**src/rtl/lsf_pkg.sv**
```systemverilog
// ----------------------------------------------------------------------------
// lsf_pkg: shared types and constants of the line-fit block
// Sizes of the running sums, of the fit arithmetic and of the divider, and the
// records that pass between the accumulator, the job queue and the fit engine.
// ----------------------------------------------------------------------------
`default_nettype none

package lsf_pkg;

  // Run length limit and the number of low sample bits that are used.
  localparam int MAX_SAMPLES = 1024;
  localparam int SAMPLE_BITS = 16;

  // Port widths.
  localparam int IN_W  = 16;
  localparam int OUT_W = 48;
  localparam int FRAC  = 16;
  localparam int HALF  = OUT_W / 2;

  // Running sums.
  localparam int CNT_W = $clog2(MAX_SAMPLES + 1);
  localparam int SX_W  = SAMPLE_BITS + CNT_W;
  localparam int SQ_W  = 2 * SAMPLE_BITS + CNT_W;

  // Fit arithmetic.
  localparam int PROD_W = SQ_W + SX_W;
  localparam int NUM_W  = 2 * SX_W;
  localparam int INUM_W = OUT_W + SX_W + 1;
  localparam int DIV_W  = (NUM_W + FRAC > INUM_W) ? (NUM_W + FRAC) : INUM_W;
  localparam int DEN_W  = NUM_W;
  localparam int DCNT_W = $clog2(DIV_W + 1);

  // Job queue between the accumulator and the fit engine.
  localparam int Q_DEPTH = 2;
  localparam int Q_PTR_W = (Q_DEPTH > 1) ? $clog2(Q_DEPTH) : 1;
  localparam int Q_CNT_W = $clog2(Q_DEPTH + 1);

  typedef struct packed {
    logic [CNT_W-1:0]        count;
    logic signed [SX_W-1:0]  sum_x;
    logic signed [SX_W-1:0]  sum_y;
    logic signed [SQ_W-1:0]  sum_xy;
    logic signed [SQ_W-1:0]  sum_xx;
    logic                    ovf;
  } fit_job_t;

  typedef struct packed {
    logic             start;
    logic [DIV_W-1:0] num;
    logic [DEN_W-1:0] den;
  } div_req_t;

  typedef struct packed {
    logic             done;
    logic [DIV_W-1:0] quot;
  } div_rsp_t;

  // Clamp a wide signed value to the signed output range.
  function automatic logic signed [OUT_W-1:0] sat_out(input logic signed [DIV_W:0] v);
    logic hi_ones;
    logic hi_zeros;
    hi_ones  = &v[DIV_W:OUT_W-1];
    hi_zeros = ~|v[DIV_W:OUT_W-1];
    if (hi_ones || hi_zeros) begin
      sat_out = v[OUT_W-1:0];
    end else if (v[DIV_W]) begin
      sat_out = {1'b1, {(OUT_W-1){1'b0}}};
    end else begin
      sat_out = {1'b0, {(OUT_W-1){1'b1}}};
    end
  endfunction

endpackage

`default_nettype wire

```
**src/rtl/lsf_fifo.sv**
```systemverilog
// ----------------------------------------------------------------------------
// lsf_fifo: job queue
// A short queue of finished run sums between the accumulator and the fit
// engine, so that each side can wait without holding up the other.
// ----------------------------------------------------------------------------
`default_nettype none

module lsf_fifo (
  input  logic              clk,
  input  logic              rst_n,
  input  logic              push,
  input  lsf_pkg::fit_job_t push_job,
  output logic              full,
  input  logic              pop,
  output logic              empty,
  output lsf_pkg::fit_job_t pop_job
);
  import lsf_pkg::*;

  fit_job_t             mem_r [Q_DEPTH];
  logic [Q_PTR_W-1:0]   wr_ptr_r, wr_ptr_nxt;
  logic [Q_PTR_W-1:0]   rd_ptr_r, rd_ptr_nxt;
  logic [Q_CNT_W-1:0]   count_r, count_nxt;

  assign full    = (count_r == Q_CNT_W'(Q_DEPTH));
  assign empty   = (count_r == '0);
  assign pop_job = mem_r[rd_ptr_r];

  always_comb begin
    wr_ptr_nxt = wr_ptr_r;
    rd_ptr_nxt = rd_ptr_r;
    count_nxt  = count_r;
    if (push) begin
      wr_ptr_nxt = (wr_ptr_r == Q_PTR_W'(Q_DEPTH - 1)) ? '0 : wr_ptr_r + Q_PTR_W'(1);
    end
    if (pop) begin
      rd_ptr_nxt = (rd_ptr_r == Q_PTR_W'(Q_DEPTH - 1)) ? '0 : rd_ptr_r + Q_PTR_W'(1);
    end
    if (push && !pop) begin
      count_nxt = count_r + Q_CNT_W'(1);
    end else if (pop && !push) begin
      count_nxt = count_r - Q_CNT_W'(1);
    end
  end

  always_ff @(posedge clk) begin
    if (push) begin
      mem_r[wr_ptr_r] <= push_job;
    end
  end

  always_ff @(posedge clk) begin
    if (!rst_n) begin
      wr_ptr_r <= '0;
      rd_ptr_r <= '0;
      count_r  <= '0;
    end else begin
      wr_ptr_r <= wr_ptr_nxt;
      rd_ptr_r <= rd_ptr_nxt;
      count_r  <= count_nxt;
    end
  end

  a_count_bound: assert property (@(posedge clk) disable iff (!rst_n)
    count_r <= Q_CNT_W'(Q_DEPTH))
    else $error("job queue holds more entries than its depth");

  a_no_push_full: assert property (@(posedge clk) disable iff (!rst_n)
    full |-> !push)
    else $error("job pushed into a full queue");

  a_no_pop_empty: assert property (@(posedge clk) disable iff (!rst_n)
    empty |-> !pop)
    else $error("job popped from an empty queue");

endmodule

`default_nettype wire

```
**config.mk**
```make
export PLATFORM = sky130hd
export DESIGN_NAME = lsf_fifo
export DESIGN_NICKNAME = d
export VERILOG_FILES = /design/src/rtl/lsf_pkg.sv /design/src/rtl/lsf_fifo.sv
export SDC_FILE = /design/constraint.sdc
export NUM_CORES = 1
export LEC_CHECK = 0
export BUFFER_PORTS_ARGS = -buffer_cell sky130_fd_sc_hd__buf_2
export CORE_MARGIN = 8
export CORE_UTILIZATION = 54
export CTS_BUF_LIST = sky130_fd_sc_hd__clkbuf_4
export CTS_CLUSTER_SIZE = 20
export DETAILED_ROUTE_END_ITERATION = 12
export PLACE_DENSITY_LB_ADDON = 0.1
export SYNTH_ARGS = -nofsm -noshare
export SYNTH_HDL_FRONTEND = slang
export SYNTH_SLANG_ARGS = --single-unit
export TNS_END_PERCENT = 30
```
**constraint.sdc**
```tcl
create_clock -name clk -period 9.1 [get_ports clk]
set_clock_uncertainty 0.15 [all_clocks]
set_input_delay 0 -clock clk [delete_from_list [all_inputs] [get_ports clk]]
set_output_delay 0 -clock clk [all_outputs]
set_load 0.02 [all_outputs]
```
==> results.md, run 1 <==
* Most numerous cell types in the synthesized netlist: 304 x edfxtp_1, 80 x mux2_4, 72 x mux2_2
* Master cell of the clock root buffer: clkbuf_4
* Hold buffer count at cts at 240
* Placed Cells at 1,067
* Result of the run: stopped before the end
* Biggest area contributors in the synthesized netlist: edfxtp_1 79%, mux2_4 10%, mux2_2 7.0%, buf_6 0.98%, dfxtp_1 0.87%
* Horiz. Die Dim at roughly 160 µm
* Yosys top cell by area: edfxtp_1
* CTS buffer count at 75
* Sinks on the clock net at just over 300
* Netlist Area Pre-Place at approximately 12,000 µm²
* Routability Congestion at roughly 0.76
* Post-synth net total at between 600 and 700
* Yosys reg bits at between 300 and 400
* H-tree levels at 3
* Core Rows at 53
* # IOs at a little over 300
* Buffers from clock root to sink, at most at 3
* Error Message: [ERROR RSZ-0060] Max buffer count reached.
* Gate count after technology mapping at 495
* Terminating stage of the flow: clock tree synthesis (4_1_cts)
* Portion of synthesized cell area occupied by the leading cell type at 0.793
* DPL Wire Length at 15.9 mm
* Cell with the most instances after synthesis: edfxtp_1
* Effective utilization at floorplan at 0.549
* Synth Area per Inst at between 20 and 25 µm²
* Fraction of the yosys area taken by sequential cells at 0.802
* Port Buffer Count at ~310
* Number of warnings reported in the yosys synthesis log at 0
* Most instantiated flip-flop cell in the synthesis netlist: edfxtp_1
* Post-CTS setup-driven buffer insertion count at 0
* Post-cts resize count at 0
* EDFF count, synth at roughly 300
* Share of synthesized flip-flops with an asynchronous set or reset at 0
* Die height at about 160 µm
* Library cells used by synthesis at 17
[per-stage QoR]
step / cell area (µm²) / util / setup slack [ps]
after floorplan: 11500 / - / 1250
after global placement: 13300 / 0.635 / 6350
after detailed placement: 13300 / 0.635 / 6260
[kinds of logic after synthesis]
family	after synthesis	synth area share
simple gates	9	0.00468
flops	309	0.802
fa+ha+maj	1	0.00109
compound gates	3	0.00174
mux	152	0.175
xor+xnor	3	0.00228
buf+inv	18	0.0132
==> run 2, diff against run 1 <==
--- a/config.mk
+++ b/config.mk
@@ -7,11 +7,9 @@
 export LEC_CHECK = 0
 export BUFFER_PORTS_ARGS = -buffer_cell sky130_fd_sc_hd__buf_2
 export CORE_MARGIN = 8
-export CORE_UTILIZATION = 54
-export CTS_BUF_LIST = sky130_fd_sc_hd__clkbuf_4
-export CTS_CLUSTER_SIZE = 20
+export CORE_UTILIZATION = 40
 export DETAILED_ROUTE_END_ITERATION = 12
-export PLACE_DENSITY_LB_ADDON = 0.1
+export PLACE_DENSITY_LB_ADDON = 0.15
 export SYNTH_ARGS = -nofsm -noshare
 export SYNTH_HDL_FRONTEND = slang
 export SYNTH_SLANG_ARGS = --single-unit
==> run 2 against run 1 <==
The run now ends clean. Area after synthesis unchanged. Synthesized cell count is the same.
==> results.md, run 2 <==
* Result of the run: completed (was stopped before the end)
* DPL Wire Length at 16.5 mm (was 15.9 mm)
* Tcrit/Tclk final at 0.326
* Min-Delay Path Class: in2reg
* Detailed-route via count at 6,384
* Number of flip-flops under the largest register name at about 300
* Yosys reg bits at 309 (unchanged)
* Final count of pins violating max slew at 0
* Cell with the most instances after synthesis: edfxtp_1 (unchanged)
* Total power draw at roughly 3.4 mW
* Max Fanout on Critical Path at 82
* Worst voltage drop across the vdd grid at roughly 0.19 mV
* RR Startpoint: wr_ptr_r$_SDFFE_PN0P_
* Data required time of the critical path at between 9000 and 10,000 ps
* Top delay family on crit path: simple AND/OR/NAND/NOR gates
* Yosys top cell by area: edfxtp_1 (unchanged)
* Largest registers in the final layout: mem_r x304, count_r x2
* Routability Congestion at 0.759 (was 0.760)
* Worst slew margin relative to its limit at 0.205
* Biggest cell delay along the critical path at between 900 and 1000 ps
* Most numerous cell types in the synthesized netlist: 304 x edfxtp_1, 80 x mux2_4, 72 x mux2_2 (unchanged)
* Actual transition at the worst max-transition pin at about 1200 ps
* EDFF count, synth at 304 (unchanged)
* Effective utilization at floorplan at 0.403 (was 0.549)
* Initial antenna violation count at 1
* Area after DPL at 13,400 µm² (was 13,300 µm²)
* Nets at 1,141
* Die height at 186 µm (was 162 µm)
* Number of global-route vias before repair at 6,995
* Detail-routed via count per cell at roughly 4.6
* Post-synth net total at 652 (unchanged)
* Port Buffer Count at 309 (unchanged)
* Horiz. Die Dim at 186 µm (was 162 µm)
* Routed wire per std cell at approximately 18 µm
* FMAX at around 0.34 GHz
* Biggest area contributors in the synthesized netlist: edfxtp_1 79%, mux2_4 10%, mux2_2 7.0%, buf_6 0.98%, dfxtp_1 0.87% (unchanged)
* Detailed Routing Iterations Pass 1 at 4
* Top metal layer carrying routed signals: met4
* Critical Setup Path Class: reg2reg
* Most instantiated flip-flop cell in the synthesis netlist: edfxtp_1 (unchanged)
* Critical Path AT at 2920 ps
* Sum of routed wire length over all layers at 25.7 mm
* Maximum number of pins on one net before global-route repair at 84
* Share of final-layout standard cells stronger than drive strength 1 at 0.505
* Met2 WL at ~12 mm
* Final setup vio count at 0
* Largest register by flop count: mem_r
* Number of warnings reported in the yosys synthesis log at 0 (unchanged)
* First-pass GRT wire length at 38.2 mm
* Most common cell after layout, fill and taps aside: buf_2
* Fraction of the yosys area taken by sequential cells at 0.802 (unchanged)
* WP buf/inv at 1
* Setup slack at placement at 6180 ps (was 6260 ps)
* Detailed-route DRC error count at 0
* Die Area at 34,400 µm²
* Global-route total usage across every layer at 0.142
* Fin crit period at 2960 ps
* Clock network latency to the later pin of the worst-skew pair at 490 ps
* # IOs at 310 (unchanged)
* Max-capacitance violation count at 0
* Worst hold start: push_job[28]
* CTS buffer count at 34 (was 75)
* Global-route congestion overflow total at 0
* Leak Pwr at about 6.2 nW
* Share of synthesized flip-flops with an asynchronous set or reset at 0 (unchanged)
* Areal power density over the cells at 211 nW/µm²
* Commonest cells after routing, fill and taps aside: 309 x buf_2, 304 x edfxtp_1, 156 x dlygate4sd3_1
* Buffers from clock root to sink, at most at 3 (unchanged)
* Cells traversed along the worst timing path: and2_4 -> buf_4
* Slowest-stage cell, CP: and2_4
* Synthesis-to-finish area growth at 39.4%
* Type of element launching the critical path: register
* Post-layout worst setup margin at ~6000 ps
* Portion of synthesized cell area occupied by the leading cell type at 0.793 (unchanged)
* Gate count after technology mapping at 495 (unchanged)
* CTS tree: built
* Sort of element at the end of the critical path: register
* Sinks on the clock net at 309 (unchanged)
* Register clock-pin slew on the reported worst setup and hold paths at approximately 60 ps
* Number of routed nets with antenna violations at 0
* Synth Area per Inst at 23.2 µm² (unchanged)
* Final count of hold timing violations at 0
* Post-route cell area at between 15,000 and 20,000 µm²
* Core Rows at 62 (was 53)
* Netlist Area Pre-Place at 11,500 µm² (unchanged)
* H-tree levels at 2 (was 3)
* Master cell of the clock root buffer: clkbuf_16 (was clkbuf_4)
* Setup repair after global routing missed its margin: no
* Amount of wire on met3 after detailed routing at between 2 and 2.5 mm
* Metal-1 WL at approximately 11 mm
* Sum of negative setup slack at 0 ps
* Core Region at 28,500 µm²
* First element of the critical path: wr_ptr_r$_SDFFE_PN0P_
* Number of DRC violations after detailed-routing iteration 0 at between 200 and 250
* Library cells used by synthesis at 17 (unchanged)
-- run 2: routing by layer --
metal	GRT usage	up-vias
li1	-	2954
met1	0.175	3134
met2	0.237	244
met3	0.0420	52
met4	0.0495	0
met5	0	-
-- run 2: metrics by stage --
step / utilization / hold WS, ps / std cells
after global routing: 0.562 / 63.3 / 1392
after floorplan: - / -51.1 / 495
after global placement: 0.471 / 38.9 / 1176
after detailed placement: 0.471 / 41.8 / 1176
after CTS: 0.562 / 47.5 / 1391
final: 0.562 / 75.9 / 1393
-- run 2: worst paths after layout --
path	to	slack, ps	cells past startpoint
min reg2reg	register	450	2
min	mem_r[0][28]$_DFFE_PP_	80	2
max reg2reg	mem_r[1][57]$_DFFE_PP_	6140	2
max	mem_r[1][57]$_DFFE_PP_	6140	2
-- run 2: final cells by class --
| cell class | count | area, µm² |
|---|---|---|
| sequential | 309 | 9230 |
| clock inverter | 13 | 77.6 |
| tap | 384 | 480 |
| clock buffer | 46 | 960 |
| antenna | 2 | 5.00 |
| fill | 2247 | 12500 |
| multi-input combinational | 168 | 2130 |
| timing repair buffer | 470 | 3150 |
| inverter | 1 | 3.75 |
-- run 2: what timing repair did --
item | CTS | global route
setup buffers | 0 | 0
endpoints found under the hold margin | 309 | 0
hold buffers | 156 | 0
resized for setup | 0 | 0
-- run 2: cell families after synthesis --
logic type | count (synthesis) | share of synthesized area
flops | 309 | 0.802
mux | 152 | 0.175
buf+inv | 18 | 0.0132
simple gates | 9 | 0.00468
compound gates | 3 | 0.00174
xor+xnor | 3 | 0.00228
fa+ha+maj | 1 | 0.00109
-- run 2: power by group --
group	internal [mW]	switching (mW)	total, mW
registers	1.65	0.0216	1.67
logic	0.214	0.242	0.456
clock network	0.763	0.501	1.26
(Power assumes the default switching activity.)
