**src/rtl/lsf_pkg.sv**
```systemverilog
// ----------------------------------------------------------------------------
// lsf_pkg: shared types and constants of the line-fit block
// Sizes of the running sums, of the fit arithmetic and of the divider, and the
// records that pass between the accumulator, the job queue and the fit engine.
// ----------------------------------------------------------------------------
`default_nettype none

package lsf_pkg;

  // Run length limit and the number of low sample bits that are used.
  localparam int MAX_SAMPLES = 1024;
  localparam int SAMPLE_BITS = 16;

  // Port widths.
  localparam int IN_W  = 16;
  localparam int OUT_W = 48;
  localparam int FRAC  = 16;
  localparam int HALF  = OUT_W / 2;

  // Running sums.
  localparam int CNT_W = $clog2(MAX_SAMPLES + 1);
  localparam int SX_W  = SAMPLE_BITS + CNT_W;
  localparam int SQ_W  = 2 * SAMPLE_BITS + CNT_W;

  // Fit arithmetic.
  localparam int PROD_W = SQ_W + SX_W;
  localparam int NUM_W  = 2 * SX_W;
  localparam int INUM_W = OUT_W + SX_W + 1;
  localparam int DIV_W  = (NUM_W + FRAC > INUM_W) ? (NUM_W + FRAC) : INUM_W;
  localparam int DEN_W  = NUM_W;
  localparam int DCNT_W = $clog2(DIV_W + 1);

  // Job queue between the accumulator and the fit engine.
  localparam int Q_DEPTH = 2;
  localparam int Q_PTR_W = (Q_DEPTH > 1) ? $clog2(Q_DEPTH) : 1;
  localparam int Q_CNT_W = $clog2(Q_DEPTH + 1);

  typedef struct packed {
    logic [CNT_W-1:0]        count;
    logic signed [SX_W-1:0]  sum_x;
    logic signed [SX_W-1:0]  sum_y;
    logic signed [SQ_W-1:0]  sum_xy;
    logic signed [SQ_W-1:0]  sum_xx;
    logic                    ovf;
  } fit_job_t;

  typedef struct packed {
    logic             start;
    logic [DIV_W-1:0] num;
    logic [DEN_W-1:0] den;
  } div_req_t;

  typedef struct packed {
    logic             done;
    logic [DIV_W-1:0] quot;
  } div_rsp_t;

  // Clamp a wide signed value to the signed output range.
  function automatic logic signed [OUT_W-1:0] sat_out(input logic signed [DIV_W:0] v);
    logic hi_ones;
    logic hi_zeros;
    hi_ones  = &v[DIV_W:OUT_W-1];
    hi_zeros = ~|v[DIV_W:OUT_W-1];
    if (hi_ones || hi_zeros) begin
      sat_out = v[OUT_W-1:0];
    end else if (v[DIV_W]) begin
      sat_out = {1'b1, {(OUT_W-1){1'b0}}};
    end else begin
      sat_out = {1'b0, {(OUT_W-1){1'b1}}};
    end
  endfunction

endpackage

`default_nettype wire

```
**src/rtl/lsf_front.sv**
```systemverilog
// ----------------------------------------------------------------------------
// lsf_front: sample accumulator
// Takes one sample pair per cycle unless the job queue is full, keeps the
// count and the four sums, and on the last pair of a run queues the sums.
// ----------------------------------------------------------------------------
`default_nettype none

module lsf_front (
  input  logic                              clk,
  input  logic                              rst_n,
  input  logic                              in_valid,
  output logic                              in_stall,
  input  logic signed [lsf_pkg::IN_W-1:0]   in_x_sample,
  input  logic signed [lsf_pkg::IN_W-1:0]   in_y_sample,
  input  logic                              in_last_sample,
  input  logic                              q_full,
  output logic                              q_push,
  output lsf_pkg::fit_job_t                 q_job
);
  import lsf_pkg::*;

  logic [CNT_W-1:0]       cnt_r, cnt_nxt, cnt_acc;
  logic signed [SX_W-1:0] sx_r, sx_nxt, sx_acc;
  logic signed [SX_W-1:0] sy_r, sy_nxt, sy_acc;
  logic signed [SQ_W-1:0] sxy_r, sxy_nxt, sxy_acc;
  logic signed [SQ_W-1:0] sxx_r, sxx_nxt, sxx_acc;
  logic                   ovf_r, ovf_nxt, ovf_acc;

  logic signed [SAMPLE_BITS-1:0]   x_s, y_s;
  logic signed [2*SAMPLE_BITS-1:0] xy_p, xx_p;
  logic                            accept;
  logic                            at_limit;

  assign in_stall = q_full;
  assign accept   = in_valid && !in_stall;
  assign at_limit = (cnt_r == CNT_W'(MAX_SAMPLES));
  assign q_push   = accept && in_last_sample;

  always_comb begin
    x_s  = SAMPLE_BITS'(in_x_sample);
    y_s  = SAMPLE_BITS'(in_y_sample);
    xy_p = x_s * y_s;
    xx_p = x_s * x_s;

    cnt_acc = cnt_r;
    sx_acc  = sx_r;
    sy_acc  = sy_r;
    sxy_acc = sxy_r;
    sxx_acc = sxx_r;
    ovf_acc = ovf_r;
    if (accept) begin
      if (at_limit) begin
        ovf_acc = 1'b1;
      end else begin
        cnt_acc = cnt_r + CNT_W'(1);
        sx_acc  = sx_r + SX_W'(x_s);
        sy_acc  = sy_r + SX_W'(y_s);
        sxy_acc = sxy_r + SQ_W'(xy_p);
        sxx_acc = sxx_r + SQ_W'(xx_p);
      end
    end

    q_job.count  = cnt_acc;
    q_job.sum_x  = sx_acc;
    q_job.sum_y  = sy_acc;
    q_job.sum_xy = sxy_acc;
    q_job.sum_xx = sxx_acc;
    q_job.ovf    = ovf_acc;

    // The run ends here: the sums go to the queue and start again from zero.
    if (q_push) begin
      cnt_nxt = '0;
      sx_nxt  = '0;
      sy_nxt  = '0;
      sxy_nxt = '0;
      sxx_nxt = '0;
      ovf_nxt = 1'b0;
    end else begin
      cnt_nxt = cnt_acc;
      sx_nxt  = sx_acc;
      sy_nxt  = sy_acc;
      sxy_nxt = sxy_acc;
      sxx_nxt = sxx_acc;
      ovf_nxt = ovf_acc;
    end
  end

  always_ff @(posedge clk) begin
    if (!rst_n) begin
      cnt_r <= '0;
      sx_r  <= '0;
      sy_r  <= '0;
      sxy_r <= '0;
      sxx_r <= '0;
      ovf_r <= 1'b0;
    end else begin
      cnt_r <= cnt_nxt;
      sx_r  <= sx_nxt;
      sy_r  <= sy_nxt;
      sxy_r <= sxy_nxt;
      sxx_r <= sxx_nxt;
      ovf_r <= ovf_nxt;
    end
  end

endmodule

`default_nettype wire

```
**config.mk**
```make
export PLATFORM = sky130hd
export DESIGN_NAME = lsf_front
export DESIGN_NICKNAME = d
export VERILOG_FILES = /design/src/rtl/lsf_pkg.sv /design/src/rtl/lsf_front.sv
export SDC_FILE = /design/constraint.sdc
export NUM_CORES = 2
export LEC_CHECK = 0
export BUFFER_PORTS_ARGS = -buffer_cell sky130_fd_sc_hd__buf_2
export CAP_MARGIN = 10
export CORE_ASPECT_RATIO = 1.75
export CORE_MARGIN = 10
export CORE_UTILIZATION = 35
export CTS_CLUSTER_DIAMETER = 150
export DETAILED_ROUTE_END_ITERATION = 10
export GPL_TIMING_DRIVEN = 0
export PLACE_DENSITY = 0.48
export SYNTH_ARGS = -nofsm -noshare
export SYNTH_HDL_FRONTEND = slang
export SYNTH_SLANG_ARGS = --single-unit
```
**constraint.sdc**
```tcl
create_clock -name clk -period 10.2 [get_ports clk]
set_clock_uncertainty 0.05 [all_clocks]
set_input_delay 1.53 -clock clk [delete_from_list [all_inputs] [get_ports clk]]
set_output_delay 1.53 -clock clk [all_outputs]
set_load 0.02 [all_outputs]
```
==> impl_metrics.py <==
metrics = {
    "status": {
        "run_status": "complete, no violations",
    },
    "critical_path": {
        "number_of_buffer_and_inverter_instances_along_the_worst_setup_path": 8,
        "slowest_cell_on_crit_path": "sky130_fd_sc_hd__fa_1",
        "worstPathRequired_ps": 8620,
        "timing.critical_path.mode_cell": "sky130_fd_sc_hd__fa_1",
        "critPathKind": "input pin to primary output",
        "cp-start-kind": "input pin",
        "cp_data_arrival_time_ps": 8430,
        "path_max_fanout": 10,
        "critical-path-max-stage-delay_ps": 580,
        "cp_top_family": "adder cells",
        "setup.worst_path.end_class": "primary output",
    },
    "clock_tree": {
        "cts.reportedPaths.clkPinSlew_ps": 70,
        "cts.path.max_buffers": 2,
        "ctsHoldBuffers": 0,
        "clock_sink_count": 152,
        "cts_root_cell": "sky130_fd_sc_hd__clkbuf_16",
        "clock_tree_from_tritoncts": "yes",
        "cts_buffers": 17,
        "insertion_delay_ps": 550,
        "number_of_h_tree_levels": 4,
    },
    "global_route": {
        "wire_length_of_the_first_global_routing_pass_mm": 185,
        "grt_util_overall_pct": 23.3,
        "antenna_violations_before_repair": 8,
        "maximum_number_of_pins_on_one_net_before_global_route_repair": 27,
        "residual_overflow_from_global_routing": 0,
        "via_count_of_the_first_global_routing_pass": 30100,
    },
    "timing": {
        "report.final.hold_viol_count": 0,
        "time_the_final_worst_path_needs_with_i_o_delays_and_setup_ps": 10010,
        "slew_headroom_pct": 6.69,
        "slew_viol_final": 0,
        "tightestPinTransition_ps": 1400,
        "final_min_period_over_clock_period_pct": 98.1,
        "max_clock_freq_mhz": 99.9,
        "finalSetupViolations": 0,
    },
    "floorplanning": {
        "die_area_sq_mm": 0.109,
        "fp_rows": 150,
        "io_pins": 191,
        "die_height_um": 429,
        "die-width_um": 254,
        "core_region_area_sq_mm": 0.0953,
        "start_util_pct": 35.1,
    },
    "logic_synthesis": {
        "ys_types": 71,
        "postSynthNetCount": 4843,
        "synth.cell_area_sq_mm": 0.0335,
        "syn-mean-instance-area_sq_um": 8.73,
        "async_reset_ff_share_pct": 0,
        "number_of_synthesized_flops_with_an_enable_pin": 0,
        "synth_flop_cell": "sky130_fd_sc_hd__dfxtp_1",
        "synth_cells": 3839,
        "synth.yosys.seq_area_share_pct": 9.08,
        "synth-seq-cells": 152,
        "ys_warn_count": 0,
    },
    "place": {
        "hpwl_mm": 104,
        "total_placed_cells_including_tap_cells": 5250,
        "port_buffers": 190,
        "place_congestion": 0.940,
    },
    "drt": {
        "via_count": 27300,
        "drc": 0,
        "finalWirelength_mm": 124,
        "drt.antenna.violating_nets": 0,
        "average_via_count_per_standard_cell": 5.16,
        "first_iter_violations": 1568,
        "drt_first_pass_iters": 5,
        "post_drt_wl_per_cell_um": 23.4,
    },
    "run": {
        "max_cap_violations": 0,
    },
    "final_layout": {
        "area.growth.synth_to_final_pct": 11.3,
        "finalNetCount": 5069,
        "fin_cells": 5296,
        "layout-drive-gt1-share_pct": 10.1,
    },
    "min_path": {
        "hold_class": "flip-flop to flip-flop",
    },
}
==> metrics by stage <==
stage | hold WS [ps] | util, % | setup TNS [ps] | worst slack, ps | instance area (sq um)
finish | 431 | 39.1 | 0 | 192 | 37300
global route | 460 | 39.1 | -36.4 | -35.6 | 37300
CTS | 437 | 38.8 | -1.12 | -1.12 | 37000
detailed placement | 428 | 37.9 | -59810 | -2120 | 36100
global placement | 419 | 37.7 | -66630 | -2110 | 36000
floorplan | 408 | - | 0 | 460 | 33500
==> cell usage after synthesis (3+ instances only) <==
library cell / n / area [sq um]
sky130_fd_sc_hd__inv_1: 835 / 3130
sky130_fd_sc_hd__fa_1: 653 / 13100
sky130_fd_sc_hd__nand2_1: 489 / 1840
sky130_fd_sc_hd__ha_1: 314 / 3930
sky130_fd_sc_hd__and2_1: 256 / 1600
sky130_fd_sc_hd__a21oi_1: 181 / 906
sky130_fd_sc_hd__dfxtp_1: 152 / 3040
sky130_fd_sc_hd__o21ai_0: 139 / 696
sky130_fd_sc_hd__clkbuf_1: 130 / 488
sky130_fd_sc_hd__nor2_1: 102 / 383
sky130_fd_sc_hd__xnor2_1: 89 / 780
sky130_fd_sc_hd__a21o_1: 71 / 533
sky130_fd_sc_hd__nand3_1: 49 / 245
sky130_fd_sc_hd__xor2_1: 45 / 394
sky130_fd_sc_hd__a31oi_1: 22 / 138
sky130_fd_sc_hd__nand2b_1: 18 / 113
sky130_fd_sc_hd__nand4_1: 18 / 113
sky130_fd_sc_hd__nor2b_1: 18 / 113
sky130_fd_sc_hd__o21bai_1: 18 / 135
sky130_fd_sc_hd__a211oi_1: 16 / 120
sky130_fd_sc_hd__o21a_1: 16 / 120
sky130_fd_sc_hd__o31ai_1: 16 / 120
sky130_fd_sc_hd__nor3_1: 15 / 75.1
sky130_fd_sc_hd__and3_1: 14 / 87.6
sky130_fd_sc_hd__a31o_2: 13 / 114
sky130_fd_sc_hd__o211ai_1: 13 / 97.6
sky130_fd_sc_hd__or3_1: 12 / 75.1
sky130_fd_sc_hd__o2111ai_1: 10 / 87.6
sky130_fd_sc_hd__mux2i_1: 8 / 80.1
sky130_fd_sc_hd__o31a_1: 8 / 70.1
sky130_fd_sc_hd__or2_2: 7 / 43.8
sky130_fd_sc_hd__a21boi_0: 6 / 45.0
sky130_fd_sc_hd__and4_1: 6 / 52.6
sky130_fd_sc_hd__nor3b_1: 6 / 45.0
sky130_fd_sc_hd__buf_1: 5 / 18.8
sky130_fd_sc_hd__a2111oi_0: 4 / 35.0
sky130_fd_sc_hd__nor4_1: 4 / 25.0
sky130_fd_sc_hd__nor4b_1: 4 / 35.0
sky130_fd_sc_hd__or4_1: 4 / 30.0
sky130_fd_sc_hd__a211o_1: 3 / 26.3
sky130_fd_sc_hd__a311oi_1: 3 / 26.3
sky130_fd_sc_hd__a41oi_1: 3 / 26.3
sky130_fd_sc_hd__buf_2: 3 / 15.0
sky130_fd_sc_hd__buf_4: 3 / 22.5
==> tightest hold or removal path, stage by stage, from the launching register on <==
cell	delay [ps]
sky130_fd_sc_hd__dfxtp_1	310
sky130_fd_sc_hd__nand2_1	70
sky130_fd_sc_hd__a21oi_1	50
==> layout by cell type (no fill, tap or decap), types with 14 or more instances in the layout <==
master / instances
sky130_fd_sc_hd__inv_1: 829
sky130_fd_sc_hd__fa_1: 644
sky130_fd_sc_hd__nand2_1: 488
sky130_fd_sc_hd__ha_1: 306
sky130_fd_sc_hd__and2_1: 255
sky130_fd_sc_hd__buf_2: 190
sky130_fd_sc_hd__a21oi_1: 169
sky130_fd_sc_hd__dfxtp_1: 152
sky130_fd_sc_hd__o21ai_0: 130
sky130_fd_sc_hd__nor2_1: 101
sky130_fd_sc_hd__xnor2_1: 89
sky130_fd_sc_hd__a21o_1: 71
sky130_fd_sc_hd__clkbuf_1: 59
sky130_fd_sc_hd__nand3_1: 48
sky130_fd_sc_hd__xor2_1: 45
sky130_fd_sc_hd__buf_4: 40
sky130_fd_sc_hd__clkbuf_2: 31
sky130_fd_sc_hd__a31oi_1: 19
sky130_fd_sc_hd__nor2b_1: 18
sky130_fd_sc_hd__nand2b_1: 18
sky130_fd_sc_hd__o21bai_1: 18
sky130_fd_sc_hd__nand4_1: 18
sky130_fd_sc_hd__clkbuf_16: 17
sky130_fd_sc_hd__o21a_1: 16
sky130_fd_sc_hd__nor3_1: 15
sky130_fd_sc_hd__and3_1: 14
==> repair_timing <==
item                                    CTS  global route
pin swaps                                 8            16
setup buffers                            10            19
gates resized for setup                  90           109
endpoints found under the setup margin   54            25
==> worst paths after layout <==
path	from	end	slack (ps)	depth (start not counted)
setup / recovery	in_x_sample[1]	q_job[86]	190	25
hold / removal	sxx_r[35]	sxx_r[35]	430	2
setup reg to reg	sxy_r[15]	sxy_r[42]	4190	21
hold reg to reg	sxx_r[35]	sxx_r[35]	430	2
==> logic make-up (layout without fill, tap and decap cells) <==
family / count (synthesis) / count (layout) / synth area share (%)
and+or+nand+nor: 1033 / 1033 / 14.9
buffers and inverters: 979 / 1218 / 11.0
other: 0 / 2 / 0
AOI/OAI and AO/OA: 564 / 564 / 10.5
muxes: 10 / 10 / 0.306
adders and majority gates: 967 / 967 / 50.8
DFF: 152 / 152 / 9.08
xor gates and xnor gates: 134 / 134 / 3.50
==> layer usage <==
metal	vias to the layer above	routed length, um	global-route usage (%)	share of wire [%]
met4	8	7570	13.1	6.1
li1	12300	-	-	-
met5	-	52	0	0.042
met3	250	6180	3.53	5.0
met1	14000	43700	24.5	35
met2	761	66700	43.4	54
==> final cells by class <==
class                   count  area, sq um
repair buffers            224         1310
fillers                 10100        58100
diodes                      2         5.00
well taps                1216         1520
inverters                 837         3160
multi-input cells        2708        27000
plain buffers             125          661
flip-flops and latches    152         3040
clock inverters            14          158
clock buffers              18          429
==> registers in the layout, indices dropped and copies added (netlist names) <==
name and count:
sy_r 27, cnt_r 11, sx_r 27, sxx_r 43, sxy_r 43, ovf_r 1
Power is not shown: default switching activity piles up to over one toggle a cycle in this logic, so the estimate is an artifact.
