`src/rtl/lsf_pkg.sv`:
```
// ----------------------------------------------------------------------------
// lsf_pkg: shared types and constants of the line-fit block
// Sizes of the running sums, of the fit arithmetic and of the divider, and the
// records that pass between the accumulator, the job queue and the fit engine.
// ----------------------------------------------------------------------------
`default_nettype none

package lsf_pkg;

  // Run length limit and the number of low sample bits that are used.
  localparam int MAX_SAMPLES = 1024;
  localparam int SAMPLE_BITS = 16;

  // Port widths.
  localparam int IN_W  = 16;
  localparam int OUT_W = 48;
  localparam int FRAC  = 16;
  localparam int HALF  = OUT_W / 2;

  // Running sums.
  localparam int CNT_W = $clog2(MAX_SAMPLES + 1);
  localparam int SX_W  = SAMPLE_BITS + CNT_W;
  localparam int SQ_W  = 2 * SAMPLE_BITS + CNT_W;

  // Fit arithmetic.
  localparam int PROD_W = SQ_W + SX_W;
  localparam int NUM_W  = 2 * SX_W;
  localparam int INUM_W = OUT_W + SX_W + 1;
  localparam int DIV_W  = (NUM_W + FRAC > INUM_W) ? (NUM_W + FRAC) : INUM_W;
  localparam int DEN_W  = NUM_W;
  localparam int DCNT_W = $clog2(DIV_W + 1);

  // Job queue between the accumulator and the fit engine.
  localparam int Q_DEPTH = 2;
  localparam int Q_PTR_W = (Q_DEPTH > 1) ? $clog2(Q_DEPTH) : 1;
  localparam int Q_CNT_W = $clog2(Q_DEPTH + 1);

  typedef struct packed {
    logic [CNT_W-1:0]        count;
    logic signed [SX_W-1:0]  sum_x;
    logic signed [SX_W-1:0]  sum_y;
    logic signed [SQ_W-1:0]  sum_xy;
    logic signed [SQ_W-1:0]  sum_xx;
    logic                    ovf;
  } fit_job_t;

  typedef struct packed {
    logic             start;
    logic [DIV_W-1:0] num;
    logic [DEN_W-1:0] den;
  } div_req_t;

  typedef struct packed {
    logic             done;
    logic [DIV_W-1:0] quot;
  } div_rsp_t;

  // Clamp a wide signed value to the signed output range.
  function automatic logic signed [OUT_W-1:0] sat_out(input logic signed [DIV_W:0] v);
    logic hi_ones;
    logic hi_zeros;
    hi_ones  = &v[DIV_W:OUT_W-1];
    hi_zeros = ~|v[DIV_W:OUT_W-1];
    if (hi_ones || hi_zeros) begin
      sat_out = v[OUT_W-1:0];
    end else if (v[DIV_W]) begin
      sat_out = {1'b1, {(OUT_W-1){1'b0}}};
    end else begin
      sat_out = {1'b0, {(OUT_W-1){1'b1}}};
    end
  endfunction

endpackage

`default_nettype wire

```
`src/rtl/lsf_back.sv`:
```
// ----------------------------------------------------------------------------
// lsf_back: fit engine
// Takes the sums of one run from the queue, forms numerator and denominator
// with one shared multiplier, runs the two divisions on the divider (none
// for a degenerate run) and holds the result in the output register.
// ----------------------------------------------------------------------------
`default_nettype none

module lsf_back (
  input  logic                              clk,
  input  logic                              rst_n,
  input  logic                              q_empty,
  input  lsf_pkg::fit_job_t                 q_job,
  output logic                              q_pop,
  output lsf_pkg::div_req_t                 div_req,
  input  lsf_pkg::div_rsp_t                 div_rsp,
  output logic                              out_valid,
  input  logic                              out_stall,
  output logic signed [lsf_pkg::OUT_W-1:0]  out_slope,
  output logic signed [lsf_pkg::OUT_W-1:0]  out_intercept,
  output logic                              out_degenerate,
  output logic                              out_overflowed
);
  import lsf_pkg::*;

  localparam logic [3:0] S_IDLE   = 4'd0;
  localparam logic [3:0] S_MUL1   = 4'd1;
  localparam logic [3:0] S_MUL2   = 4'd2;
  localparam logic [3:0] S_MUL3   = 4'd3;
  localparam logic [3:0] S_MUL4   = 4'd4;
  localparam logic [3:0] S_DEN    = 4'd5;
  localparam logic [3:0] S_CHK    = 4'd6;
  localparam logic [3:0] S_DIV1   = 4'd7;
  localparam logic [3:0] S_IMUL1  = 4'd8;
  localparam logic [3:0] S_IMUL2  = 4'd9;
  localparam logic [3:0] S_INUM   = 4'd10;
  localparam logic [3:0] S_ISTART = 4'd11;
  localparam logic [3:0] S_DIV2   = 4'd12;
  localparam logic [3:0] S_DONE   = 4'd13;

  logic [3:0]               state_r, state_nxt;

  logic [CNT_W-1:0]         jn_r, jn_nxt;
  logic signed [SX_W-1:0]   sx_r, sx_nxt;
  logic signed [SX_W-1:0]   sy_r, sy_nxt;
  logic signed [SQ_W-1:0]   sxy_r, sxy_nxt;
  logic signed [SQ_W-1:0]   sxx_r, sxx_nxt;
  logic                     ovf_r, ovf_nxt;

  logic signed [PROD_W-1:0] prod_r, prod_nxt;
  logic signed [NUM_W-1:0]  num_r, num_nxt;
  logic signed [NUM_W-1:0]  den_r, den_nxt;
  logic signed [INUM_W-1:0] inum_r, inum_nxt;
  logic                     neg_r, neg_nxt;
  logic signed [OUT_W-1:0]  slope_r, slope_nxt;
  logic signed [OUT_W-1:0]  icpt_r, icpt_nxt;
  logic                     degen_r, degen_nxt;

  logic                     ov_r, ov_nxt;
  logic signed [OUT_W-1:0]  oslope_r, oslope_nxt;
  logic signed [OUT_W-1:0]  oicpt_r, oicpt_nxt;
  logic                     odegen_r, odegen_nxt;
  logic                     oovf_r, oovf_nxt;

  logic signed [SQ_W-1:0]   mul_a;
  logic signed [SX_W-1:0]   mul_b;
  logic [NUM_W+FRAC-1:0]    nsh, nsh_mag;
  logic [NUM_W-1:0]         den_u, den_mag;
  logic [INUM_W-1:0]        inum_u, inum_mag;
  logic [DIV_W:0]           q_ext, q_sgn;
  logic signed [OUT_W-1:0]  q_sat;
  logic                     out_free;

  assign out_valid      = ov_r;
  assign out_slope      = oslope_r;
  assign out_intercept  = oicpt_r;
  assign out_degenerate = odegen_r;
  assign out_overflowed = oovf_r;
  assign out_free       = !ov_r || !out_stall;

  // Shared multiplier operand selection.
  always_comb begin
    mul_a = '0;
    mul_b = '0;
    case (state_r)
      S_MUL1: begin
        mul_a = sxy_r;
        mul_b = SX_W'({1'b0, jn_r});
      end
      S_MUL2: begin
        mul_a = SQ_W'(sx_r);
        mul_b = sy_r;
      end
      S_MUL3: begin
        mul_a = sxx_r;
        mul_b = SX_W'({1'b0, jn_r});
      end
      S_MUL4: begin
        mul_a = SQ_W'(sx_r);
        mul_b = sx_r;
      end
      S_IMUL1: begin
        mul_a = SQ_W'({1'b0, slope_r[HALF-1:0]});
        mul_b = sx_r;
      end
      S_IMUL2: begin
        mul_a = SQ_W'($signed(slope_r[OUT_W-1:HALF]));
        mul_b = sx_r;
      end
      default: begin
        mul_a = '0;
        mul_b = '0;
      end
    endcase
    prod_nxt = mul_a * mul_b;
  end

  always_comb begin
    nsh      = {num_r, {FRAC{1'b0}}};
    nsh_mag  = num_r[NUM_W-1] ? -nsh : nsh;
    den_u    = den_r;
    den_mag  = den_u[NUM_W-1] ? -den_u : den_u;
    inum_u   = inum_r;
    inum_mag = inum_u[INUM_W-1] ? -inum_u : inum_u;
    q_ext    = {1'b0, div_rsp.quot};
    q_sgn    = neg_r ? -q_ext : q_ext;
    q_sat    = sat_out($signed(q_sgn));
  end

  always_comb begin
    state_nxt  = state_r;
    jn_nxt     = jn_r;
    sx_nxt     = sx_r;
    sy_nxt     = sy_r;
    sxy_nxt    = sxy_r;
    sxx_nxt    = sxx_r;
    ovf_nxt    = ovf_r;
    num_nxt    = num_r;
    den_nxt    = den_r;
    inum_nxt   = inum_r;
    neg_nxt    = neg_r;
    slope_nxt  = slope_r;
    icpt_nxt   = icpt_r;
    degen_nxt  = degen_r;
    ov_nxt     = ov_r && out_stall;
    oslope_nxt = oslope_r;
    oicpt_nxt  = oicpt_r;
    odegen_nxt = odegen_r;
    oovf_nxt   = oovf_r;
    q_pop      = 1'b0;
    div_req    = '0;

    case (state_r)
      S_IDLE: begin
        if (!q_empty) begin
          q_pop     = 1'b1;
          jn_nxt    = q_job.count;
          sx_nxt    = q_job.sum_x;
          sy_nxt    = q_job.sum_y;
          sxy_nxt   = q_job.sum_xy;
          sxx_nxt   = q_job.sum_xx;
          ovf_nxt   = q_job.ovf;
          state_nxt = S_MUL1;
        end
      end
      S_MUL1: begin
        state_nxt = S_MUL2;
      end
      S_MUL2: begin
        num_nxt   = NUM_W'(prod_r);
        state_nxt = S_MUL3;
      end
      S_MUL3: begin
        num_nxt   = num_r - NUM_W'(prod_r);
        state_nxt = S_MUL4;
      end
      S_MUL4: begin
        den_nxt   = NUM_W'(prod_r);
        state_nxt = S_DEN;
      end
      S_DEN: begin
        den_nxt   = den_r - NUM_W'(prod_r);
        state_nxt = S_CHK;
      end
      S_CHK: begin
        if (den_r == '0) begin
          // Degenerate run (all x equal, or a single point): zero result.
          slope_nxt = '0;
          icpt_nxt  = '0;
          degen_nxt = 1'b1;
          state_nxt = S_DONE;
        end else begin
          div_req.start = 1'b1;
          div_req.num   = DIV_W'(nsh_mag);
          div_req.den   = DEN_W'(den_mag);
          neg_nxt       = num_r[NUM_W-1] ^ den_r[NUM_W-1];
          degen_nxt     = 1'b0;
          state_nxt     = S_DIV1;
        end
      end
      S_DIV1: begin
        if (div_rsp.done) begin
          slope_nxt = q_sat;
          state_nxt = S_IMUL1;
        end
      end
      S_IMUL1: begin
        state_nxt = S_IMUL2;
      end
      S_IMUL2: begin
        // Low half of slope * Sx comes back first.
        inum_nxt  = (INUM_W'(sy_r) <<< FRAC) - INUM_W'(prod_r);
        state_nxt = S_INUM;
      end
      S_INUM: begin
        inum_nxt  = inum_r - (INUM_W'(prod_r) <<< HALF);
        state_nxt = S_ISTART;
      end
      S_ISTART: begin
        div_req.start = 1'b1;
        div_req.num   = DIV_W'(inum_mag);
        div_req.den   = DEN_W'(jn_r);
        neg_nxt       = inum_r[INUM_W-1];
        state_nxt     = S_DIV2;
      end
      S_DIV2: begin
        if (div_rsp.done) begin
          icpt_nxt  = q_sat;
          state_nxt = S_DONE;
        end
      end
      S_DONE: begin
        if (out_free) begin
          ov_nxt     = 1'b1;
          oslope_nxt = slope_r;
          oicpt_nxt  = icpt_r;
          odegen_nxt = degen_r;
          oovf_nxt   = ovf_r;
          state_nxt  = S_IDLE;
        end
      end
      default: begin
        state_nxt = S_IDLE;
      end
    endcase
  end

  always_ff @(posedge clk) begin
    jn_r     <= jn_nxt;
    sx_r     <= sx_nxt;
    sy_r     <= sy_nxt;
    sxy_r    <= sxy_nxt;
    sxx_r    <= sxx_nxt;
    ovf_r    <= ovf_nxt;
    prod_r   <= prod_nxt;
    num_r    <= num_nxt;
    den_r    <= den_nxt;
    inum_r   <= inum_nxt;
    neg_r    <= neg_nxt;
    slope_r  <= slope_nxt;
    icpt_r   <= icpt_nxt;
    degen_r  <= degen_nxt;
    oslope_r <= oslope_nxt;
    oicpt_r  <= oicpt_nxt;
    odegen_r <= odegen_nxt;
    oovf_r   <= oovf_nxt;
  end

  always_ff @(posedge clk) begin
    if (!rst_n) begin
      state_r <= S_IDLE;
      ov_r    <= 1'b0;
    end else begin
      state_r <= state_nxt;
      ov_r    <= ov_nxt;
    end
  end

  a_done_expected: assert property (@(posedge clk) disable iff (!rst_n)
    div_rsp.done |-> (state_r == S_DIV1 || state_r == S_DIV2))
    else $error("divider finished while the engine was not waiting on it");

  a_pop_idle: assert property (@(posedge clk) disable iff (!rst_n)
    q_pop |=> (state_r == S_MUL1))
    else $error("job popped without starting the fit sequence");

endmodule

`default_nettype wire

```
`config.mk`:
```
export PLATFORM = sky130hd
export DESIGN_NAME = lsf_back
export DESIGN_NICKNAME = d
export VERILOG_FILES = /design/src/rtl/lsf_pkg.sv /design/src/rtl/lsf_back.sv
export SDC_FILE = /design/constraint.sdc
export NUM_CORES = 2
export LEC_CHECK = 0
export ABC_AREA = 1
export BUFFER_PORTS_ARGS = -buffer_cell sky130_fd_sc_hd__buf_2
export CORE_ASPECT_RATIO = 2
export CORE_MARGIN = 4
export CORE_UTILIZATION = 42
export CTS_CLUSTER_SIZE = 20
export DETAILED_ROUTE_END_ITERATION = 6
export RECOVER_POWER = 50
export SLEW_MARGIN = 10
export SYNTH_ARGS = -nofsm -noshare
export SYNTH_HDL_FRONTEND = slang
export SYNTH_SLANG_ARGS = --single-unit
```
`constraint.sdc`:
```
create_clock -name clk -period 7.3 [get_ports clk]
set_input_delay 0.365 -clock clk [delete_from_list [all_inputs] [get_ports clk]]
set_output_delay 0.365 -clock clk [all_outputs]
set_load 0.05 [all_outputs]
```
==> flow_summary.toml <==
[worst_setup_path]
crit_family = "adder cells"
crit_slowest_cell = "fa_2"
slowest_delay_ns = 0.66
cp-end-kind = "flip-flop"
critPathBufInv = 21
cp_data_required_time_ns = 7.82
rrSetupSlack_ns = -0.90
critPathLaunchType = "flip-flop"
worstPathMaxFanout = 5
cp.arrival_ns = 8.72
crit_top_cell = "buf_6"
critPathKind = "flip-flop to flip-flop"

[power_and_ir_drop]
vdd_drop_max_uv = 507
combPwrFrac_pct = 81.5
p_clk_share_pct = 8.0
power_frac_seq_pct = 10.5
sw_frac_of_total_pct = 53.6
leakage_nw = 50.1
p_total_w = 0.0492
internal_power_w = 0.0229
power_density_nw_per_um2 = 461
p_switching_w = 0.0264

[cells_and_area]
drive_gt1_share_pct = 18.9
syn2layout_area_growth_pct = 25.7
final_cell_mix = "2423 x inv_1, 2180 x nand2_1, 1089 x fa_1, 1025 x nor2_1, 840 x buf_4"
post-route-util_pct = 53.0
nNetsFinal = 14300
design_area_um2 = 107000
final_common_cell = "inv_1"
fillers = 19300

[logic_synthesis]
syn_nets = 12800
synth_top_cell_area_share_pct = 27.4
synth_top_area_cell = "fa_1"
syn_inst = 11000
syn_avg_cell_area_um2 = 7.70
async_flop_share_pct = 0
ys_top_cells_by_area = "fa_1 27%, edfxtp_1 19%, inv_1 11%, nand2_1 10%, ha_1 6.0%"
yosys_warnings = 0
syn-cell-area_um2 = 85000
ys.flop_type = "edfxtp_1"
synthDistinctLibCells = 62
synth_seq_area_share_pct = 20.6
synth-edff-count = 532
synth-seq-cells = 607

[clock_network]
cts_max_level = 3
cts_max_path_buffers = 3
numCtsBuffers = 68
clk_pin_slew_worst_paths_ns = 0.07
cts-root-buf = "clkbuf_16"
cts_tree = "built"
clock_latency_ns = 0.73
cts.sinks = 607

[floorplan]
die_y_um = 644
start_util_pct = 42.2
fp.dieArea_um2 = 210000
coreArea_um2 = 201000
ios = 464
dieWidth_um = 326
rows = 233

[timing]
rsz0062_at_grt = "true"
fmax_mhz = 122
min_period_ns = 8.20
fin_skew_ns = 0.0709
setup_viol = 51
min_period_over_period_pct = 112
worst_slack_ns = -0.897
worst_pin_slew_ns = 1.52
drv_slew = 2
finalHoldViolations = 0
slew_headroom_pct = -2.66

[run_status]
status = "complete, but fails checks"
violations = "DRC, capacitance limit, slew limit, setup timing"

[drt]
vias = 83900
ant_nets = 0
routedWlPerCell_um = 28.7
route.detailed.drc = 1
drt_first_iter_violations = 5695
wl_um = 439000
drtPass1Iterations = 7
routed_via_density = 5.49

[global_routing]
antenna_found_initial = 26
track_usage_pct = 41.2
grt_first_pass_wirelength_um = 617000
grt_pass1_vias = 90200
grt_max_degree = 109
overflow = 0

[flow_run]
drv_cap = 1

[place]
postPlaceCellArea_um2 = 97600
port_buffers = 463
dpl.hpwl_um = 375000
globalplace.congestion = 1.05
dp_worst_setup_slack_ns = -1.58

[worst_hold_path]
hp-class = "input pin to flip-flop"
-- layer usage --
layer | track usage, % | up-vias | wire [um]
met5 | 0 | - | 64
met4 | 47.8 | 10 | 67300
met3 | 6.33 | 1854 | 21600
met2 | 75.7 | 3741 | 225000
met1 | 34.8 | 41200 | 125000
li1 | - | 37100 | -
-- registers in the layout (all words and copies together) (netlist names), 4 cells and up --
register       cells
sxx_r             43
sx_r              27
num_r             54
slope_r           48
prod_r            70
inum_r            76
jn_r              11
icpt_r            48
sxy_r             43
out_slope         48
state_r            4
out_intercept     48
sy_r              27
den_r             54
-- metrics by stage --
stage | instances | hold slack (ns) | TNS [ns]
final | 15300 | 0.163 | -23.88
after floorplan | 11000 | 0.400 | 0
after detailed placement | 14800 | 0.405 | -54.41
after global routing | 15300 | 0.145 | -34.33
after CTS | 15200 | 0.0994 | -23.11
after global placement | 14800 | 0.400 | -56.08
-- final cells by class --
cell class / count / area (um^2) / share of cell area (%)
inverters: 2580 / 9740 / 9.12
clock buffers: 80 / 1820 / 1.70
well taps: 2702 / 3380 / 3.16
repair buffers: 1716 / 14000 / 13.1
flip-flops and latches: 607 / 17500 / 16.4
clock inverters: 44 / 627 / 0.587
diodes: 23 / 57.6 / 0.0539
multi-input cells: 7542 / 59800 / 55.9
-- worst min-delay path, cell delays in order --
cell	delay, ns
buf_2	0.13
xnor2_1	0.08
nand2_1	0.08
a21oi_1	0.07
-- final timing paths --
path                       startpoint                     endpoint  cells after the start
max           state_r[1]$_SDFFE_PN0P_           prod_r[61]$_DFF_P_                     42
min                       div_rsp[10]    slope_r[10]$_SDFFCE_PN0P_                      4
max reg2reg   state_r[1]$_SDFFE_PN0P_           prod_r[61]$_DFF_P_                     42
min reg2reg  icpt_r[32]$_SDFFCE_PN0P_  out_intercept[32]$_DFFE_PP_                      0
-- what timing repair did --
action                                 in CTS  in global routing
buffers inserted                           97                 65
resized for setup                         608                358
setup endpoints to repair                  55                 54
gates cloned                                7                  5
endpoints found under the hold margin     155                  0
hold buffers                              154                  0
pin swaps                                 232                201
-- Yosys cell counts (all sizes together), types with 7 or more instances --
master,n
o21ai,585
nand3,333
o221ai,7
clkinv,25
a22o,13
ha,406
nand3b,23
o21a,26
a22oi,13
nand4,99
a21o,39
a221oi,16
nor3,132
clkbuf,223
o211ai,19
a221o,16
or2,39
xor2,183
fa,1164
inv,2555
nand2,2289
edfxtp,532
a31oi,76
and3,11
buf,80
a21oi,646
o21bai,41
nor4,56
nor2,1139
xnor2,87
dfxtp,75
o22ai,21
o31ai,10
a21boi,18
-- kinds of logic after synthesis --
group	Yosys count	share of synthesized area (%)
AND/OR/NAND/NOR	4127	19.9
buffers and inverters	2883	12.9
XOR/XNOR	270	2.78
AO/OA/AOI/OAI	1575	10.4
flip-flops	607	20.6
adder cells (fa/ha/maj)	1570	33.4
-- power groups by stage --
stage / Clock [W] / Combinational, W / Sequential [W]
final: 0.00392 / 0.0401 / 0.00519
after global routing: 0.00406 / 0.0430 / 0.00517
after CTS: 0.00395 / 0.0367 / 0.00516
after detailed placement: 0 / 0.0327 / 0.00523
after global placement: 0 / 0.0324 / 0.00523
after floorplan: 0 / 0.0170 / 0.00483
Note: power is estimated with default switching activity, not from simulation.
